`src/design/assert_macros.svh`:
```
// Assertion macros shared by the ray border intersection design.
// Depends on nothing; the clock i_clk and reset i_rst_n are taken from the user scope.
`ifndef ASSERT_MACROS_SVH
`define ASSERT_MACROS_SVH
`ifndef SYNTH
`define RBI_ASSERT_IMP(lbl, ante, cons, msg) \
    lbl: assert property (@(posedge i_clk) disable iff (!i_rst_n) (ante) |-> (cons)) \
        else $error(msg);
`define RBI_ASSERT_NXT(lbl, ante, cons, msg) \
    lbl: assert property (@(posedge i_clk) disable iff (!i_rst_n) (ante) |=> (cons)) \
        else $error(msg);
`else
`define RBI_ASSERT_IMP(lbl, ante, cons, msg)
`define RBI_ASSERT_NXT(lbl, ante, cons, msg)
`endif
`endif

```
`src/design/rbi_pkg.sv`:
```
// Types, constants and helpers for the ray border intersection pipeline.
// Depends on nothing.
package rbi_pkg;

    localparam int FRAC_BITS  = 8;
    localparam int COORD_BITS = 24;
    localparam int DIR_W      = COORD_BITS + 1;      // direction after negation
    localparam int MAG_W      = COORD_BITS;          // magnitude of direction / numerator
    localparam int T_W        = 28;                  // ray parameter width
    localparam int N_W        = MAG_W + FRAC_BITS;   // shifted numerator
    localparam int HEAD_W     = N_W - T_W;           // numerator bits above quotient
    localparam int CELLS      = T_W;                 // one quotient bit per cell
    localparam int NSTAGE     = CELLS + 4;           // front, cells, min, multiply, walk
    localparam int LANES      = 4;
    localparam int LIM_W      = 12;
    localparam int SIZE_W     = 13;
    localparam int PROD_W     = MAG_W + T_W;
    localparam logic [T_W-1:0] T_SENTINEL = T_W'(1000000 * (1 << FRAC_BITS));
    localparam logic [SIZE_W-1:0] FRAME_MAX = SIZE_W'(4096);

    localparam logic REG_WIDTH  = 1'b0;
    localparam logic REG_HEIGHT = 1'b1;

    typedef struct packed {
        logic signed [COORD_BITS-1:0] pos_x;
        logic signed [COORD_BITS-1:0] pos_y;
        logic signed [COORD_BITS-1:0] dir_x;
        logic signed [COORD_BITS-1:0] dir_y;
        logic                         reverse_dir;
    } t_in;

    typedef struct packed {
        logic [LIM_W-1:0] hit_x;
        logic [LIM_W-1:0] hit_y;
    } t_out;

    typedef struct packed {
        logic signed [COORD_BITS-1:0] px;
        logic signed [COORD_BITS-1:0] py;
        logic signed [DIR_W-1:0]      dx;
        logic signed [DIR_W-1:0]      dy;
    } t_ray;

    typedef struct packed {
        logic [MAG_W-1:0] rem;
        logic [T_W-1:0]   low;
        logic [T_W-1:0]   quo;
        logic [MAG_W-1:0] dvs;
        logic             sat;
    } t_lane;

    typedef struct packed {
        t_ray                  ray;
        t_lane [LANES-1:0]     lane;
    } t_div;

    function automatic logic [LIM_W-1:0] border_lim(input logic [SIZE_W-1:0] size);
        logic [SIZE_W-1:0] s;
        s = size;
        if (s == '0) s = SIZE_W'(1);
        if (s > FRAME_MAX) s = FRAME_MAX;
        border_lim = LIM_W'(s - SIZE_W'(1));
    endfunction

endpackage

```
`src/design/rbi_back.sv`:
```
// Back end: least parameter, walk products, then truncate and clamp into the frame.
// Depends on rbi_pkg.
module rbi_back (
    input  logic                      i_clk,
    input  logic                      i_en,
    input  rbi_pkg::t_div             i_div,
    input  logic [rbi_pkg::LIM_W-1:0] i_wlim,
    input  logic [rbi_pkg::LIM_W-1:0] i_hlim,
    output rbi_pkg::t_out             o_hit
);

    localparam int S_W = rbi_pkg::PROD_W + 2;

    logic [rbi_pkg::T_W-1:0]    r_t;
    rbi_pkg::t_ray              r_ray_a;
    logic [rbi_pkg::PROD_W-1:0] r_mx;
    logic [rbi_pkg::PROD_W-1:0] r_my;
    rbi_pkg::t_ray              r_ray_b;
    rbi_pkg::t_out              r_hit;

    logic [rbi_pkg::T_W-1:0]    n_t;
    logic [rbi_pkg::PROD_W-1:0] n_mx;
    logic [rbi_pkg::PROD_W-1:0] n_my;
    rbi_pkg::t_out              n_hit;

    function automatic logic [rbi_pkg::MAG_W-1:0] dmag(input logic signed [rbi_pkg::DIR_W-1:0] d);
        logic [rbi_pkg::DIR_W-1:0] a;
        a = d[rbi_pkg::DIR_W-1] ? rbi_pkg::DIR_W'(-d) : rbi_pkg::DIR_W'(d);
        dmag = a[rbi_pkg::MAG_W-1:0];
    endfunction

    function automatic logic [rbi_pkg::LIM_W-1:0] walk(
        input logic signed [rbi_pkg::COORD_BITS-1:0] p,
        input logic                                  dneg,
        input logic [rbi_pkg::PROD_W-1:0]            mag,
        input logic [rbi_pkg::LIM_W-1:0]             lim);
        logic signed [S_W-1:0]              sp;
        logic signed [S_W-1:0]              sm;
        logic signed [S_W-1:0]              s;
        logic [S_W-2*rbi_pkg::FRAC_BITS-1:0] q;
        sp = S_W'(p) <<< rbi_pkg::FRAC_BITS;
        sm = S_W'({2'b00, mag});
        s  = dneg ? sp - sm : sp + sm;
        q  = s[S_W-1:2*rbi_pkg::FRAC_BITS];
        if (s[S_W-1]) walk = '0;
        else if (q > (S_W-2*rbi_pkg::FRAC_BITS)'(lim)) walk = lim;
        else walk = q[rbi_pkg::LIM_W-1:0];
    endfunction

    always_comb begin
        logic [rbi_pkg::T_W-1:0] tl [rbi_pkg::LANES];
        logic [rbi_pkg::T_W-1:0] m01;
        logic [rbi_pkg::T_W-1:0] m23;
        for (int k = 0; k < rbi_pkg::LANES; k++) begin
            tl[k] = (i_div.lane[k].sat || (i_div.lane[k].quo > rbi_pkg::T_SENTINEL))
                    ? rbi_pkg::T_SENTINEL : i_div.lane[k].quo;
        end
        m01 = (tl[0] < tl[1]) ? tl[0] : tl[1];
        m23 = (tl[2] < tl[3]) ? tl[2] : tl[3];
        n_t = (m01 < m23) ? m01 : m23;
    end

    assign n_mx = rbi_pkg::PROD_W'(dmag(r_ray_a.dx)) * rbi_pkg::PROD_W'(r_t);
    assign n_my = rbi_pkg::PROD_W'(dmag(r_ray_a.dy)) * rbi_pkg::PROD_W'(r_t);

    assign n_hit.hit_x = walk(r_ray_b.px, r_ray_b.dx[rbi_pkg::DIR_W-1], r_mx, i_wlim);
    assign n_hit.hit_y = walk(r_ray_b.py, r_ray_b.dy[rbi_pkg::DIR_W-1], r_my, i_hlim);

    always_ff @(posedge i_clk) begin
        if (i_en) begin
            r_t     <= n_t;
            r_ray_a <= i_div.ray;
            r_mx    <= n_mx;
            r_my    <= n_my;
            r_ray_b <= r_ray_a;
            r_hit   <= n_hit;
        end
    end

    assign o_hit = r_hit;

endmodule

```
`config.mk`:
```
export PLATFORM = sky130hd
export DESIGN_NAME = rbi_back
export DESIGN_NICKNAME = d
export VERILOG_FILES = /design/src/design/assert_macros.svh /design/src/design/rbi_pkg.sv /design/src/design/rbi_back.sv
export SDC_FILE = /design/constraint.sdc
export NUM_CORES = 2
export LEC_CHECK = 0
export ABC_AREA = 0
export BUFFER_PORTS_ARGS = -buffer_cell sky130_fd_sc_hd__buf_2
export CORE_ASPECT_RATIO = 0.7
export CORE_UTILIZATION = 64
export DETAILED_ROUTE_END_ITERATION = 16
export PLACE_DENSITY_LB_ADDON = 0.08
export SYNTH_ARGS = -nofsm -noshare
export SYNTH_HDL_FRONTEND = slang
export SYNTH_SLANG_ARGS = --single-unit
export TNS_END_PERCENT = 20
```
`constraint.sdc`:
```
create_clock -name i_clk -period 9.7 [get_ports i_clk]
set_input_delay 1.94 -clock i_clk [delete_from_list [all_inputs] [get_ports i_clk]]
set_output_delay 1.94 -clock i_clk [all_outputs]
set_load 0.02 [all_outputs]
```
Word-level counts from Yosys, hierarchy flattened
Cells that the tools add are included.
{"block": "totals", "register_bits": 352, "latchBits": 0, "ramBits": 0, "mem_bits_ro": 0, "inputBits": 544, "output_inout_bits": 24, "word_cells": 47, "memories": 0}
{"block": "classes", "n_addsub": 6, "multipliers": 2, "n_div": 0, "n_lt_le_gt_ge": 9, "n_eq_ne": 0, "n_shift": 0, "mux": 13, "n_bitwise": 0, "reduce_logical": 4}
{"operator": "$mux W28", "n": 7}
{"operator": "$gt A28 B28 Y1 const B", "n": 4}
{"operator": "$add A32 B53 Y54", "n": 2}
{"operator": "$mux W54", "n": 2}
{"operator": "$sub A32 B53 Y54", "n": 2}
{"operator": "$mul A24 B28 Y52", "n": 2}
{"operator": "$lt A28 B28 Y1", "n": 3}
{"operator": "$gt A38 B12 Y1", "n": 2}
{"operator": "$mux W24", "n": 2}
{"operator": "$neg A24 Y24", "n": 2}
{"operator": "$mux W12", "n": 2}
{"operator": "$logic_or A1 B1 Y1", "n": 4}

Depth between registers and ports, before layout
{"block": "depth", "depth_word": 7, "depth_mapped": 40, "ltp_nobuf": 36}

Worst setup path after synthesis
No wires, ideal clock.
{"block": "synth_timing", "path_type": "input to register", "startpoint": "input port i_div[34] (netlist name)", "endpoint": "register r_t[20] (netlist name), data pin", "setup_time_ns": 0.262, "arrival_ns": 8.753, "required_ns": 9.438, "slack_ns": 0.685, "cell_stages": 39, "path_buffers": 5, "cell_sequence": "nor4_1 nand4_1 a211o_1 a21oi_1 o21ai_0 a21oi_1 clkbuf_1 and2_1 ha_1 a21o_1 a21o_1 a21o_1 a21oi_1 nor2b_1 o21ai_0 nand2b_1 a221o_1 o21a_1 (+3 left out) nand2_1 o21ai_0 ha_1 a21o_1 a21o_1 a21o_1 a21oi_1 nor2b_1 o21ai_0 nand2b_1 a21oi_1 o21ai_0 a31oi_1 o21a_1 a41o_1 clkbuf_1 buf_2 mux2_1"}
{"block": "synth_between", "elab_chain_cells": 7}
{"item": "from (decl)", "line": "rbi_back.sv:6", "text": "input rbi_pkg::t_div i_div,"}
{"item": "$gt A28 B28 Y1", "line": "rbi_back.sv:55", "text": "tl[k] = (i_div.lane[k].sat || (i_div.lane[k].quo > rbi_pkg::T_SENTINEL))"}
{"item": "$logic_or A1 B1 Y1", "line": "rbi_back.sv:55"}
{"item": "$mux W28 *", "line": "rbi_back.sv:56", "text": "? rbi_pkg::T_SENTINEL : i_div.lane[k].quo;"}
{"item": "$lt A28 B28 Y1", "line": "rbi_back.sv:58", "text": "m01 = (tl[0] < tl[1]) ? tl[0] : tl[1];"}
{"item": "$mux W28 *", "line": "rbi_back.sv:58"}
{"item": "$lt A28 B28 Y1", "line": "rbi_back.sv:60", "text": "n_t = (m01 < m23) ? m01 : m23;"}
{"item": "$mux W28 *", "line": "rbi_back.sv:60"}
{"item": "named net n_t (one bit)", "line": "rbi_back.sv:21", "text": "logic [rbi_pkg::T_W-1:0] n_t;"}
{"item": "to (signal assigned)", "line": "rbi_back.sv:71", "text": "r_t <= n_t;"}
{"item": "to (decl)", "line": "rbi_back.sv:14", "text": "logic [rbi_pkg::T_W-1:0] r_t;"}
The timed path passes the listed nets; every way through them passes the cells marked *.
A chain may end at the register's enable or synchronous reset.

Worst setup path in the final report
{"block": "layout_timing", "startpoint": "register r_ray_a[7] (netlist name)", "endpoint": "register r_my[44] (netlist name), data pin"}
{"block": "layout_between", "elab_chain_cells": 3}
{"item": "from (decl)", "line": "rbi_back.sv:15", "text": "rbi_pkg::t_ray r_ray_a;"}
{"item": "from (signal assigned)", "line": "rbi_back.sv:72", "text": "r_ray_a <= i_div.ray;"}
{"item": "$neg A24 Y24", "line": "rbi_back.sv:28", "text": "a = d[rbi_pkg::DIR_W-1] ? rbi_pkg::DIR_W'(-d) : rbi_pkg::DIR_W'(d);"}
{"item": "$mux W24 *", "line": "rbi_back.sv:28"}
{"item": "$mul A24 B28 Y52 *", "line": "rbi_back.sv:64", "text": "assign n_my = rbi_pkg::PROD_W'(dmag(r_ray_a.dy)) * rbi_pkg::PROD_W'(r_t);"}
{"item": "named net n_my (one bit)", "line": "rbi_back.sv:23", "text": "logic [rbi_pkg::PROD_W-1:0] n_my;"}
{"item": "to (signal assigned)", "line": "rbi_back.sv:74", "text": "r_my <= n_my;"}
{"item": "to (decl)", "line": "rbi_back.sv:17", "text": "logic [rbi_pkg::PROD_W-1:0] r_my;"}
Marks and branches as above.

==> flow_summary_export.csv <==
group,metric,value,unit
timing,finalSetupTns,0,ps
yosys,ys_ff_latch,304,
final_layout,fin_cells,9221,
yosys,synth_seq_area_share,13.57,%
final_layout,num-nets-final,10100,
floorplanning,fp.dieArea,106500,um^2
routing,dr.pass1.iters,5,
worst_setup_path,crit_start,"r_ray_a[7]",
timing,fin_skew,26.22,ps
clock_tree,cts_sinks,304,
worst_setup_path,crit_path_frequent_cell,"fa_1",
timing,slew-limit-headroom,14.72,%
final_layout,area_growth_syn_to_layout,7.679,%
grt,track_usage,35.00,%
worst_setup_path,timing.rr.start,"r_ray_a[7]",
worst_setup_path,critPathCapture,"r_my[44]",
timing,max_freq,0.1053,GHz
clock_tree,clock-root-buffer,"clkbuf_16",
worst_setup_path,arrival,9840,ps
worst_setup_path,worst-path-max-fanout,8,
grt,grt_util_met2,51.97,%
placement,dpl.cell_count,9152,
worst_setup_path,critical_path.slowest_cell,"or4_1",
timing,fin_crit_sh,97.88,%
clock_tree,cts_made_buffers,36,
timing,setup_slack,205.5,ps
placement,hpwl,148.6,mm
routing,vias,53630,
final_layout,mostFrequentLayoutCells,"inv_1 (1537), nand2_1 (1203), fa_1 (1140), ha_1 (641), and2_1 (367)",
worst_hold_path,hold_class,"flop to flop",
routing,route.final.wire_length,181.3,mm
worst_setup_path,reg2reg_slack,210,ps
routing,wl_per_cell,19.66,um
yosys,syn_inst,7619,
grt,overflow,0,
floorplanning,die_h,273.3,um
grt,grt_pass1_vias,54050,
yosys,synth_warnings,0,
final_layout,antenna_cells,0,
worst_setup_path,criticalPathCategory,"flop to flop",
worst_setup_path,reg2reg_to,"r_my[44]",
clock_tree,cts_buffer_depth,3,
worst_setup_path,start_kind,"flop",
worst_setup_path,worstPathRequired,10040,ps
yosys,synth.area.top_cells,"fa_1 (34%), edfxtp_1 (14%), ha_1 (12%)",
routing,drt_iter0_drc,5184,
clock_tree,clk_latency,610,ps
clock_tree,path_clk_slew,70,ps
placement,io_buffers,263,
timing,hold_violations,0,
routing,drtAntennaViolNets,0,
floorplanning,rows,99,
yosys,synth_area_per_cell,8.833,um^2
worst_setup_path,r2r_cells,33,
placement,dp_slack,283.4,ps
yosys,synth.top_cell.area_share,33.91,%
grt,grt_max_degree,122,
clock_tree,h-tree-depth,2,
timing,finalMaxSlewViolations,0,
outcome,status,"finished clean",
grt,grt_use_met1,52.40,%
routing,drt-vias-per-instance,5.816,
routing,drc,0,
clock_tree,ctsHoldBuffers,0,
floorplanning,io_pins,568,
timing,setup_viol_count_final,0,
yosys,synth_largest_area_cell,"fa_1",
worst_setup_path,max_stage_delay,550,ps
timing,worst_slew_pin_slew,1279,ps
timing,min_period,9494,ps
worst_setup_path,crit_path_end_kind,"flop",
yosys,synth_edf_count,304,
yosys,syn_nets,9944,
floorplanning,chipWidth,389.6,um
yosys,synthFlopType,"edfxtp_1",
final_layout,drive_gt1_share,8.416,%
grt,antenna_found_initial,1,
floorplanning,core,104200,um^2
timing,rsz0062_at_grt,"true",
clock_tree,cts_tree,"built",
yosys,synthArstFlopShare,0,%
final_layout,final_common_cell,"inv_1",
yosys,netlist_area,67300,um^2
grt,busiest_layer,"met1",
floorplanning,start_util,64.60,%
yosys,yosysUniqueCellTypes,90,
placement,routabilityCongestion,0.9670,
grt,grt_first_pass_wirelength,293.0,mm
grt,use_met3,7.308,%
job,maxCapViolCount,0,
[worst min path at each step]
stage	startpoint	to	slack, ps	cells past startpoint
2_1_floorplan	r_ray_a[50]	r_ray_b[50]	400	0
3_3_place_gp	r_ray_a[71]	r_ray_b[71]	400	0
3_5_place_dp	r_ray_a[87]	r_ray_b[87]	410	0
4_1_cts	r_ray_a[84]	r_ray_b[84]	420	0
5_1_grt	r_ray_a[84]	r_ray_b[84]	420	0
6_report	r_ray_a[84]	r_ray_b[84]	410	0
[cell families (layout without fill, tap and decap cells)]
kind of cell | count (synthesis) | count (layout) | synth area share, %
AO/OA/AOI/OAI | 998 | 998 | 9.802
XOR/XNOR | 181 | 181 | 2.356
adder cells (fa/ha/maj) | 1781 | 1781 | 45.83
buffers and inverters | 1894 | 2082 | 10.61
flip-flops | 304 | 304 | 13.57
multiplexers | 71 | 71 | 1.108
AND/OR/NAND/NOR | 2390 | 2390 | 16.73
[worst max-delay path: cells and delay by family (launching register included)]
kind / cells / cell delay, ps
fa+ha+maj: 8 / 3800
compound gates: 9 / 2040
simple gates: 7 / 1830
buf+inv: 7 / 760
flops: 1 / 450
xor+xnor: 1 / 240
mux: 1 / 120
[synthesized netlist by cell type, types with 50 or more instances]
cell / instances
nand2_1: 1203
inv_1: 1537
edfxtp_1: 304
nand3_1: 70
clkbuf_1: 330
fa_1: 1140
nor2_1: 252
nand4_1: 55
ha_1: 641
nor2b_1: 158
nor3_1: 75
xnor2_1: 142
a21oi_1: 300
a21o_1: 112
o21ai_0: 172
nor4_1: 55
o21bai_1: 50
and2_1: 367
[registers in the layout, summed over array words and instances, names as in the netlist]
| signal | flops |
|---|---|
| o_hit | 24 |
| r_ray_a | 98 |
| r_mx | 52 |
| r_t | 28 |
| r_my | 52 |
| r_ray_b | 50 |
[layer usage]
layer | vias to the layer above | routed length [um]
met2 | 2394 | 78120
met1 | 26640 | 79210
met4 | 0 | 4744
met5 | - | 0
met3 | 274 | 19240
li1 | 24330 | -
[what timing repair did]
item / in CTS / in global routing
setup endpoints to repair: 0 / 14
gates resized for setup: 0 / 8
setup buffers: 0 / 3
[stage by stage]
| stage | util (%) | area (um^2) | hold slack [ps] |
|---|---|---|---|
| after CTS | 69.47 | 72370 | 415.7 |
| after detailed placement | 68.27 | 71120 | 405.1 |
| after floorplan | - | 67300 | 400.3 |
| after global placement | 68.27 | 71120 | 400.4 |
| after global routing | 69.56 | 72460 | 420.6 |
| final | 69.56 | 72460 | 414.0 |
[cell type report]
class / instances / area [um^2]
multi-input combinational: 5421 / 51470
sequential: 304 / 9129
inverter: 1540 / 5781
fill: 8239 / 31710
timing repair buffer: 476 / 3070
clock buffer: 38 / 908.4
clock inverter: 28 / 340.3
tap: 1414 / 1769
Power is not shown: default switching activity piles up to over one toggle a cycle in this logic, so the estimate is an artifact.
