==> src/design/assert_macros.svh <==
// Assertion macros shared by the ray border intersection design.
// Depends on nothing; the clock i_clk and reset i_rst_n are taken from the user scope.
`ifndef ASSERT_MACROS_SVH
`define ASSERT_MACROS_SVH
`ifndef SYNTH
`define RBI_ASSERT_IMP(lbl, ante, cons, msg) \
    lbl: assert property (@(posedge i_clk) disable iff (!i_rst_n) (ante) |-> (cons)) \
        else $error(msg);
`define RBI_ASSERT_NXT(lbl, ante, cons, msg) \
    lbl: assert property (@(posedge i_clk) disable iff (!i_rst_n) (ante) |=> (cons)) \
        else $error(msg);
`else
`define RBI_ASSERT_IMP(lbl, ante, cons, msg)
`define RBI_ASSERT_NXT(lbl, ante, cons, msg)
`endif
`endif

==> src/design/rbi_pkg.sv <==
// Types, constants and helpers for the ray border intersection pipeline.
// Depends on nothing.
package rbi_pkg;

    localparam int FRAC_BITS  = 8;
    localparam int COORD_BITS = 24;
    localparam int DIR_W      = COORD_BITS + 1;      // direction after negation
    localparam int MAG_W      = COORD_BITS;          // magnitude of direction / numerator
    localparam int T_W        = 28;                  // ray parameter width
    localparam int N_W        = MAG_W + FRAC_BITS;   // shifted numerator
    localparam int HEAD_W     = N_W - T_W;           // numerator bits above quotient
    localparam int CELLS      = T_W;                 // one quotient bit per cell
    localparam int NSTAGE     = CELLS + 4;           // front, cells, min, multiply, walk
    localparam int LANES      = 4;
    localparam int LIM_W      = 12;
    localparam int SIZE_W     = 13;
    localparam int PROD_W     = MAG_W + T_W;
    localparam logic [T_W-1:0] T_SENTINEL = T_W'(1000000 * (1 << FRAC_BITS));
    localparam logic [SIZE_W-1:0] FRAME_MAX = SIZE_W'(4096);

    localparam logic REG_WIDTH  = 1'b0;
    localparam logic REG_HEIGHT = 1'b1;

    typedef struct packed {
        logic signed [COORD_BITS-1:0] pos_x;
        logic signed [COORD_BITS-1:0] pos_y;
        logic signed [COORD_BITS-1:0] dir_x;
        logic signed [COORD_BITS-1:0] dir_y;
        logic                         reverse_dir;
    } t_in;

    typedef struct packed {
        logic [LIM_W-1:0] hit_x;
        logic [LIM_W-1:0] hit_y;
    } t_out;

    typedef struct packed {
        logic signed [COORD_BITS-1:0] px;
        logic signed [COORD_BITS-1:0] py;
        logic signed [DIR_W-1:0]      dx;
        logic signed [DIR_W-1:0]      dy;
    } t_ray;

    typedef struct packed {
        logic [MAG_W-1:0] rem;
        logic [T_W-1:0]   low;
        logic [T_W-1:0]   quo;
        logic [MAG_W-1:0] dvs;
        logic             sat;
    } t_lane;

    typedef struct packed {
        t_ray                  ray;
        t_lane [LANES-1:0]     lane;
    } t_div;

    function automatic logic [LIM_W-1:0] border_lim(input logic [SIZE_W-1:0] size);
        logic [SIZE_W-1:0] s;
        s = size;
        if (s == '0) s = SIZE_W'(1);
        if (s > FRAME_MAX) s = FRAME_MAX;
        border_lim = LIM_W'(s - SIZE_W'(1));
    endfunction

endpackage

==> src/design/rbi_front.sv <==
// Entry stage: applies the reverse flag and sets up the four border divisions.
// Depends on rbi_pkg.
module rbi_front (
    input  logic                         i_clk,
    input  logic                         i_en,
    input  rbi_pkg::t_in                 i_data,
    input  logic [rbi_pkg::LIM_W-1:0]    i_wlim,
    input  logic [rbi_pkg::LIM_W-1:0]    i_hlim,
    output rbi_pkg::t_div                o_div
);

    localparam int NUM_W = rbi_pkg::COORD_BITS + 2;

    rbi_pkg::t_div r_div;
    rbi_pkg::t_div n_div;

    function automatic rbi_pkg::t_lane setup_lane(input logic signed [NUM_W-1:0] num,
                                                  input logic signed [rbi_pkg::DIR_W-1:0] d);
        rbi_pkg::t_lane              l;
        logic [NUM_W-1:0]            nabs;
        logic [rbi_pkg::DIR_W-1:0]   dabs;
        logic [rbi_pkg::N_W-1:0]     nsh;
        logic                        force_sat;
        logic                        ovf;
        nabs = num[NUM_W-1] ? NUM_W'(-num) : NUM_W'(num);
        dabs = d[rbi_pkg::DIR_W-1] ? rbi_pkg::DIR_W'(-d) : rbi_pkg::DIR_W'(d);
        nsh  = {nabs[rbi_pkg::MAG_W-1:0], {rbi_pkg::FRAC_BITS{1'b0}}};
        force_sat = (d == '0) ||
                    ((num != '0) && (num[NUM_W-1] != d[rbi_pkg::DIR_W-1]));
        // quotient would need more than T_W bits: above the sentinel anyway
        ovf = rbi_pkg::MAG_W'(nsh[rbi_pkg::N_W-1 -: rbi_pkg::HEAD_W])
              >= dabs[rbi_pkg::MAG_W-1:0];
        l.rem = rbi_pkg::MAG_W'(nsh[rbi_pkg::N_W-1 -: rbi_pkg::HEAD_W]);
        l.low = nsh[rbi_pkg::T_W-1:0];
        l.quo = '0;
        l.dvs = dabs[rbi_pkg::MAG_W-1:0];
        l.sat = force_sat || ovf;
        setup_lane = l;
    endfunction

    always_comb begin
        logic signed [rbi_pkg::DIR_W-1:0] dx;
        logic signed [rbi_pkg::DIR_W-1:0] dy;
        logic signed [NUM_W-1:0]          px;
        logic signed [NUM_W-1:0]          py;
        logic signed [NUM_W-1:0]          wb;
        logic signed [NUM_W-1:0]          hb;
        dx = rbi_pkg::DIR_W'(i_data.dir_x);
        dy = rbi_pkg::DIR_W'(i_data.dir_y);
        if (i_data.reverse_dir) begin
            dx = -dx;
            dy = -dy;
        end
        px = NUM_W'(i_data.pos_x);
        py = NUM_W'(i_data.pos_y);
        wb = NUM_W'({i_wlim, {rbi_pkg::FRAC_BITS{1'b0}}});
        hb = NUM_W'({i_hlim, {rbi_pkg::FRAC_BITS{1'b0}}});
        n_div.ray.px = i_data.pos_x;
        n_div.ray.py = i_data.pos_y;
        n_div.ray.dx = dx;
        n_div.ray.dy = dy;
        n_div.lane[0] = setup_lane(-px, dx);
        n_div.lane[1] = setup_lane(wb - px, dx);
        n_div.lane[2] = setup_lane(-py, dy);
        n_div.lane[3] = setup_lane(hb - py, dy);
    end

    always_ff @(posedge i_clk) begin
        if (i_en) begin
            r_div <= n_div;
        end
    end

    assign o_div = r_div;

endmodule

==> config.mk <==
export PLATFORM = sky130hd
export DESIGN_NAME = rbi_front
export DESIGN_NICKNAME = d
export VERILOG_FILES = /design/src/design/assert_macros.svh /design/src/design/rbi_pkg.sv /design/src/design/rbi_front.sv
export SDC_FILE = /design/constraint.sdc
export NUM_CORES = 1
export LEC_CHECK = 0
export ABC_CLOCK_PERIOD_IN_PS = 7400
export BUFFER_PORTS_ARGS = -buffer_cell sky130_fd_sc_hd__buf_2
export CAP_MARGIN = 20
export CORE_AREA = 2 2 247 249
export CTS_CLUSTER_DIAMETER = 200
export CTS_CLUSTER_SIZE = 30
export DETAILED_ROUTE_END_ITERATION = 10
export DIE_AREA = 0 0 249 251
export PLACE_DENSITY = 0.5
export SETUP_SLACK_MARGIN = 0.02
export SYNTH_ARGS = -nofsm -noshare
export SYNTH_HDL_FRONTEND = slang
export SYNTH_SLANG_ARGS = --single-unit
==> constraint.sdc <==
create_clock -name i_clk -period 7.4 [get_ports i_clk]
set_clock_uncertainty 0.1 [all_clocks]
set_input_delay 0.74 -clock i_clk [delete_from_list [all_inputs] [get_ports i_clk]]
set_output_delay 0.74 -clock i_clk [all_outputs]
set_load 0.1 [all_outputs]
# == After elaboration in Yosys (flattened, before gate mapping) ==
# Index checks and enable logic that the tools add are counted.
# classes
addsub,12
order_cmp,4
n_eq_ne,4
n_mux,8
n_reduce_logical,18
# op_table
cell,n
$mux 24,6
$neg 24->24,6
$reduce_bool 26->1,4
$ge 4x24->1,4
$neg 24->26,2
$logic_not 25->1,2
$mux 25,2
$neg 24->25,2
$sub 21x24->25,2
$logic_or 1x1->1,8
$logic_and 1x1->1,4
$ne 1x1->1,4
# totals
ff_bits,246
inputBits,123
out_inout_bits,518
wordCells,64

# == Depth between registers and ports, before layout ==
# Gate-level depths: netlist of the first run.
# depth
word_depth,6
mapped_depth,20
depth_no_buf,17

# == Least setup slack after synthesis of the first run ==
# OpenSTA, ideal clock, no wires.
# synth_path
path_kind,input port to flip-flop
from,in i_data[81] in the netlist's numbering
to,"reg r_div, in the netlist o_div[105], data pin"
setup_ns,0.266
arrival_ns,4.997
path_slack_ns,2.037
stages,17
n_path_buf,0
path_cell_list,inv_1 -> ha_1 -> or4bb_1 -> o31ai_1 -> a21oi_1 -> xnor2_1 -> nor4_1 -> or4b_2 -> or4_1 -> o41ai_1 -> nor2_1 -> xnor2_1 -> ha_1 -> a21o_1 -> a21o_1 -> a21oi_1 -> o211ai_1
# synth_rtl
item,line,rtl
from (decl),rbi_front.sv:6,"input rbi_pkg::t_in i_data,"
to (signal assigned),rbi_front.sv:70,r_div <= n_div;
to (decl),rbi_front.sv:14,rbi_pkg::t_div r_div;

==> results of run 1 <==
==> routing by layer <==
metal	GRT usage, %	routed length (um)	vias to the layer above
li1	-	-	6745
met1	21.93	23770	6732
met2	27.81	26070	587
met3	3.075	3920	45
met4	4.416	1267	0
met5	0	0	-
==> path summary, 6_finish.rpt <==
| path | depth (start not counted) | from | slack, ns | end |
|---|---|---|---|---|
| max | 19 | i_data[73] | 1.90 | o_div[105]$_DFFE_PP_ |
| min | 1 | i_data[87] | 0.37 | o_div[508]$_DFFE_PP_ |
==> per-stage QoR <==
stage                     cell area [sq um]  total power [mW]  util, %  std cells  hold slack, ns
final                                 19750             5.368    33.04       2935          0.3723
after detailed placement              19460             4.697    32.54       2918          0.8866
after global placement                19460             4.694    32.54       2918          0.8859
after CTS                             19730             5.433    33.00       2929          0.3339
after floorplan                       18650             4.376        -       2061          0.7389
after global routing                  19750             5.578    33.02       2932          0.3451
==> synthesized netlist by cell type (7+ instances only) <==
master    number
o31ai_1       25
o211ai_1       9
nor3b_1        8
a41oi_1       10
xnor2_1      162
or2_2          9
o41ai_1       11
or4_1         17
xor2_1        77
a21o_1        27
edfxtp_1     240
and3_1        12
and2_1         9
nand4_1       21
a211oi_1      10
inv_1         86
a31oi_1       32
mux2i_1       12
nor4_1        29
nor2_1       124
nand2b_1      24
nand2_1       91
and4_1         7
clkbuf_1      68
ha_1          45
or3_1         29
buf_4        278
nor3_1        66
nor2b_1        7
o21ai_0       75
a21oi_1       66
or4b_2         7
nand3_1       20
==> layout make-up <==
| cell class | count | share of cell area, % |
|---|---|---|
| Timing Repair Buffer | 433 | 11.29 |
| Inverter | 87 | 1.653 |
| Multi-Input combinational cell | 1378 | 44.18 |
| Tap cell | 782 | 4.953 |
| Antenna cell | 4 | 0.05067 |
| Clock buffer | 11 | 1.393 |
| Sequential cell | 240 | 36.48 |
==> worst max-delay path, stage by stage <==
cell and delay [ns]:
buf_2 0.18, inv_1 0.07, ha_1 0.31, nand2b_1 0.33
o31ai_1 0.15, buf_4 0.17, a21oi_1 0.27, o2111ai_1 0.19
a221oi_1 0.85, nor3_1 0.23, a21oi_1 0.93, a21oi_1 0.08
nor2_1 0.18, xnor2_1 0.16, ha_1 0.26, a21o_1 0.15
a21o_1 0.17, a21oi_1 0.14, o211ai_1 0.09
==> report_power, final <==
group	switching, mW	leakage, nW	internal, mW
Combinational	2.49	5.60	0.393
Clock	0.442	0.136	0.272
Sequential	0.0643	2.35	1.70
==> logic make-up (layout without fill, tap and decap cells) <==
kind of cell | after synthesis | count (layout) | share of synthesized area (%)
compound gates | 348 | 348 | 13.26
xor+xnor | 240 | 240 | 11.84
fa+ha+maj | 45 | 45 | 3.161
buf+inv | 443 | 531 | 15.27
flops | 240 | 240 | 40.46
mux | 16 | 16 | 0.9273
other cells | 1 | 228 | 0.02105
simple gates | 505 | 505 | 15.06
==> summary.txt, run 1 <==
LOGIC SYNTHESIS
-------------------------------------------------------------------------------------------------
Cell accounting for the most synthesized area ......................................     edfxtp_1
Synthesized netlist cell count .....................................................         1838
Synth warn .........................................................................            0
Number of distinct library cell variants in the gate-level netlist after synthesis .           86
Primary FF master, synth ...........................................................     edfxtp_1
Area share of the largest cell type after synthesis ................................       40.46%
Synthesis-stage register bit count .................................................          240
Largest cells by area after synthesis .............................................. edfxtp_1 40%, buf_4 12%, xnor2_1 8.0%, xor2_1 3.8%, ha_1 3.2%
Total standard cell area after synthesis ...........................................  17810 sq um
Number of flops mapped to enable cells by yosys ....................................          240
Proportion of synthesized flip-flops having asynchronous set or reset ..............           0%
Sequential share of the synthesized area ...........................................       40.46%
Avg Inst Size Synth ................................................................  9.690 sq um

CLOCKING
-------------------------------------------------------------------------------------------------
Number of buffers on the longest clock path ........................................            3
CTS tree ...........................................................................          yes
CTS Hold Buffers Added .............................................................            0
CTS Buf Count ......................................................................           11
Post-CTS repair timing setup buffer count ..........................................            0
Clock slew seen by the registers of the worst setup and hold paths .................      0.12 ns
Number of H-tree levels ............................................................            1
Clock root buffer ..................................................................    clkbuf_16
TritonCTS Sinks ....................................................................          240
Number of cells upsized or downsized after cts .....................................            0

STA
-------------------------------------------------------------------------------------------------
Final hold viol count ..............................................................            0
Fin. max-slew vios .................................................................            0
Fin worst setup slack ..............................................................     1.896 ns
Number of endpoints failing setup at the final stage ...............................            0
Fin crit period ....................................................................     5.504 ns
Post-route clock period utilization ................................................       74.38%
Upper clock frequency limit ........................................................   0.1817 GHz
Accumulated negative setup slack ...................................................         0 ns
Worst slew margin relative to its limit ............................................       26.46%
RSZ-0062 raised after global routing ...............................................           no
Tightest Pin Transition ............................................................     1.103 ns

FINAL LAYOUT
-------------------------------------------------------------------------------------------------
Layout cells sized above 1 .........................................................       22.48%
Most common library cell in the layout ignoring fill and taps ......................        buf_2
Number of flip-flops under the largest register name ...............................          240
Synthesis-to-finish area growth ....................................................       10.91%
Total number of nets in the final design ...........................................         2319
Sequential standard cell area ......................................................   7207 sq um
Area occupied by multi-input gates .................................................   8727 sq um
Commonest cells after routing, fill and taps aside ................................. 416 x buf_2, 240 x edfxtp_1, 224 x conb_1
Fillers ............................................................................         6194

DIE
-------------------------------------------------------------------------------------------------
Die boundary height ................................................................       251 um
Die area ...........................................................................  62500 sq um
Starting density of the core .......................................................       29.79%
I/O pin count ......................................................................          641
Placement Rows .....................................................................           90
Die Span X .........................................................................       249 um
Total core area ....................................................................  59790 sq um

GRT
-------------------------------------------------------------------------------------------------
Antenna violations before repair ...................................................            3
Largest net degree at the start of global routing ..................................          139
Final global-route overflow total ..................................................            0
Wire length of the first global-routing pass .......................................     80540 um
GRT Total Usage ....................................................................       16.59%
Vias in the first global route .....................................................        12960

CRITICAL PATH
-------------------------------------------------------------------------------------------------
Sort of element at the end of the critical path ....................................    flip-flop
CP arrival .........................................................................      5.66 ns
Critical path class ................................................................       in2reg
Data required, critical path .......................................................      7.55 ns
CP startpoint kind ................................................................. primary input
Maximum fanout along the worst path ................................................           11

RUN
-------------------------------------------------------------------------------------------------
Max capacitance violation total ....................................................            0

HOLD PATH
-------------------------------------------------------------------------------------------------
Hold WC Path Type ..................................................................       in2reg

PLACEMENT
-------------------------------------------------------------------------------------------------
Pre-CTS WS .........................................................................     1.458 ns
Routability congestion estimate ....................................................       0.8903
# port buffers .....................................................................          416
Placed wire-length estimate ........................................................     43610 um

ROUTING
-------------------------------------------------------------------------------------------------
Number of vias per cell after detailed routing .....................................        4.807
Detailed-router iteration count before antenna repair ..............................            6
Total routed wirelength ............................................................     55030 um
Wirelength per Cell ................................................................     18.75 um
First-iteration detailed-routing DRC count .........................................          929
Antenna-violating nets left ........................................................            0
Number of DRC violations after detailed routing ....................................            0
Total number of vias ...............................................................        14110

PWR
-------------------------------------------------------------------------------------------------
Pleak ..............................................................................     8.081 nW
VDD IR max .........................................................................     240.6 uV
PD cells ........................................................................... 271.7 nW/um^2

STATUS
-------------------------------------------------------------------------------------------------
Status ............................................................................. finished clean

No activity file was read; power rests on OpenSTA's default activity.
==> run 2, diff against run 1 <==
Settings changed: ABC_AREA from default to 1, ABC_CLOCK_PERIOD_IN_PS 7400 to 5480.
Clock period 7.4 ns to 5.48 ns, I/O delays scaled along.
==> summary.txt, run 2 <==
DIE
-------------------------------------------------------------------------------------------------
Die Span X .........................................................................       249 um   unchanged
Starting density of the core .......................................................       30.23%   +0.45 points
Total core area ....................................................................  59790 sq um   unchanged
Placement Rows .....................................................................           90   unchanged
Die boundary height ................................................................       251 um   unchanged
I/O pin count ......................................................................          641   unchanged
Die area ...........................................................................  62500 sq um   unchanged

STA
-------------------------------------------------------------------------------------------------
Worst Hold Margin ..................................................................    0.1170 ns   -0.2552 ns
Worst slew margin relative to its limit ............................................       38.09%   +12 points
Post-route clock period utilization ................................................       73.92%
Fin. max-slew vios .................................................................            0   unchanged
Fin crit period ....................................................................     4.051 ns
RSZ-0062 raised after global routing ...............................................           no
Accumulated negative setup slack ...................................................         0 ns   unchanged
Final hold viol count ..............................................................            0   unchanged
Upper clock frequency limit ........................................................   0.2469 GHz
Tightest Pin Transition ............................................................    0.9287 ns   -0.1744 ns
Number of endpoints failing setup at the final stage ...............................            0   unchanged

LOGIC SYNTHESIS
-------------------------------------------------------------------------------------------------
Synthesized netlist cell count .....................................................         2242   +22%
Proportion of synthesized flip-flops having asynchronous set or reset ..............           0%   unchanged
Synth warn .........................................................................            0   unchanged
Synth top cells by count ........................................................... 537 x nand2_1, 284 x buf_4, 243 x inv_1
Number of flops mapped to enable cells by yosys ....................................          240   unchanged
Number of distinct library cell variants in the gate-level netlist after synthesis .           56   -35%
Synthesis-stage register bit count .................................................          240   unchanged
Most instantiated library cell after synthesis .....................................      nand2_1
Primary FF master, synth ...........................................................     edfxtp_1
Largest cells by area after synthesis .............................................. edfxtp_1 40%, buf_4 12%, nand2_1 11%, xor2_1 5.6%, inv_1 5.0%
Total standard cell area after synthesis ...........................................  18080 sq um   +1.5%
Cell accounting for the most synthesized area ......................................     edfxtp_1
Avg Inst Size Synth ................................................................  8.063 sq um   -17%
Area share of the largest cell type after synthesis ................................       39.87%   -0.60 points
Sequential share of the synthesized area ...........................................       39.87%   -0.60 points

FINAL LAYOUT
-------------------------------------------------------------------------------------------------
Most common library cell in the layout ignoring fill and taps ......................      nand2_1
Fillers ............................................................................         6395   +3.2%
Total number of nets in the final design ...........................................         2766   +19%
Diode count ........................................................................            0   -4
Synthesis-to-finish area growth ....................................................       11.19%
Layout cells sized above 1 .........................................................       20.61%   -1.9 points
Number of flip-flops under the largest register name ...............................          240   unchanged
Commonest cells after routing, fill and taps aside ................................. 537 x nand2_1, 415 x buf_2, 243 x inv_1

CRITICAL PATH
-------------------------------------------------------------------------------------------------
Cell seen most often among critical-path stages ....................................      nand2_1
Data required, critical path .......................................................      5.66 ns   -1.89 ns
Critical path's slowest cell .......................................................         ha_1
Capturing element of the worst setup path .......................................... o_div[105]$_DFFE_PP_
Maximum fanout along the worst path ................................................           23   +12
Combined buffer and inverter count along the critical path .........................            6   +3
Kind of cell adding the most delay to the critical path ............................ simple AND/OR/NAND/NOR gates
Critical path class ................................................................       in2reg
CP arrival .........................................................................      4.23 ns   -1.43 ns
Setup crit start ...................................................................   i_data[73]
CP startpoint kind ................................................................. primary input
Critical path depth ................................................................           27   +8
Crit-path max cell delay ...........................................................      0.26 ns   -0.67 ns
Sort of element at the end of the critical path ....................................    flip-flop

PWR
-------------------------------------------------------------------------------------------------
PD cells ........................................................................... 348.9 nW/um^2   +28%
VDD IR max .........................................................................     376.3 uV   +56%
Pwr Total ..........................................................................     7.013 mW   +31%
Pleak ..............................................................................     9.683 nW   +20%

PLACEMENT
-------------------------------------------------------------------------------------------------
Routability congestion estimate ....................................................       0.9213   +3.5%
Placed wire-length estimate ........................................................     46430 um   +6.5%
# port buffers .....................................................................          416   unchanged

CLOCKING
-------------------------------------------------------------------------------------------------
CTS Buf Count ......................................................................           11   unchanged
Number of cells upsized or downsized after cts .....................................            0   unchanged
CTS tree ...........................................................................          yes
Number of buffers on the longest clock path ........................................            3   unchanged
Number of H-tree levels ............................................................            1   unchanged
CTS Hold Buffers Added .............................................................            0   unchanged
TritonCTS Sinks ....................................................................          240   unchanged
Post-CTS repair timing setup buffer count ..........................................            0   unchanged
Clock slew seen by the registers of the worst setup and hold paths .................      0.13 ns   about the same
Clock root buffer ..................................................................    clkbuf_16

ROUTING
-------------------------------------------------------------------------------------------------
Detailed-router iteration count before antenna repair ..............................            7   +1
Wirelength per Cell ................................................................     16.54 um   -12%
Total number of vias ...............................................................        14910   +5.7%
First-iteration detailed-routing DRC count .........................................          708   -24%
Antenna-violating nets left ........................................................            0   unchanged
Number of vias per cell after detailed routing .....................................        4.413   -8.2%
Number of DRC violations after detailed routing ....................................            0   unchanged
Total routed wirelength ............................................................     55860 um   +1.5%

RUN
-------------------------------------------------------------------------------------------------
Max capacitance violation total ....................................................            0   unchanged

GRT
-------------------------------------------------------------------------------------------------
GRT Total Usage ....................................................................       16.98%   +0.39 points
Final global-route overflow total ..................................................            0   unchanged
Wire length of the first global-routing pass .......................................     82510 um   +2.5%
Vias in the first global route .....................................................        13750   +6.2%
Antenna violations before repair ...................................................            4   +1
Largest net degree at the start of global routing ..................................          106   -24%

STATUS
-------------------------------------------------------------------------------------------------
Status ............................................................................. finished clean

HOLD PATH
-------------------------------------------------------------------------------------------------
Hold WC Path Type ..................................................................       in2reg

## run 2: changes by cell type in the layout (fill, tap and decap cells not counted), moves of 21 or more
cell	change
xnor2_1	-139
nand3_1	+135
a21oi_1	-26
o31ai_1	-21
inv_1	+157
nand2_1	+446
or3_1	-29
xor2_1	+38
a31oi_1	-29
nor4_1	-24
nand2b_1	-24
nor2_1	+115
nor3_1	-47
## run 2: area by class of cell
cell class | count | area [sq um] | share of cell area [%]
clock buffers | 11 | 275.3 | 1.370
inverters | 266 | 1001 | 4.980
well taps | 782 | 978.4 | 4.868
multi-input cells | 1656 | 8481 | 42.19
flip-flops and latches | 240 | 7207 | 35.86
repair buffers | 423 | 2157 | 10.73
## run 2: kinds of logic after synthesis
kind of cell / synth area share (%)
compound gates: 5.004
xor+xnor: 7.593
fa+ha+maj: 3.115
buf+inv: 17.85
flops: 39.87
other cells: 0.02074
simple gates: 26.55
## run 2: how the worst min path moves through the flow
stage / endpoint / slack (ns) / start / depth (start not counted)
5_1_grt: o_div[479]$_DFFE_PP_ / 0.08 / i_data[58] / 1
3_5_place_dp: o_div[495]$_DFFE_PP_ / 0.65 / i_data[74] / 1
6_report: o_div[479]$_DFFE_PP_ / 0.12 / i_data[58] / 1
4_1_cts: o_div[479]$_DFFE_PP_ / 0.08 / i_data[58] / 1
3_3_place_gp: o_div[479]$_DFFE_PP_ / 0.64 / i_data[58] / 1
2_1_floorplan: o_div[316]$_DFFE_PP_ / 0.55 / i_data[1] / 0
## run 2: stage by stage
stage               cell area [sq um]  setup slack (ns)  util, %  instances
floorplan                       18910             1.855        -       2465
global placement                19820            0.8440    33.15       3367
detailed placement              19820            0.8244    33.15       3367
CTS                             20100             1.382    33.61       3378
global route                    20100            0.9950    33.61       3378
finish                          20100             1.429    33.61       3378
## run 2: metal layers
metal	GRT usage, %	share of wire [%]	vias up	wire length [um]
li1	-	-	7433	-
met1	21.77	44	6979	24350
met2	30.88	50	454	28110
met3	2.029	4.7	35	2623
met4	2.996	1.3	6	728
met5	0	0.082	-	46
## run 2: report_power, final
part / switching [mW] / total [mW] / internal (mW)
Clock: 0.585 / 0.953 / 0.367
Sequential: 0.0819 / 2.36 / 2.28
Combinational: 3.24 / 3.70 / 0.464
Total: 3.91 / 7.01 / 3.11
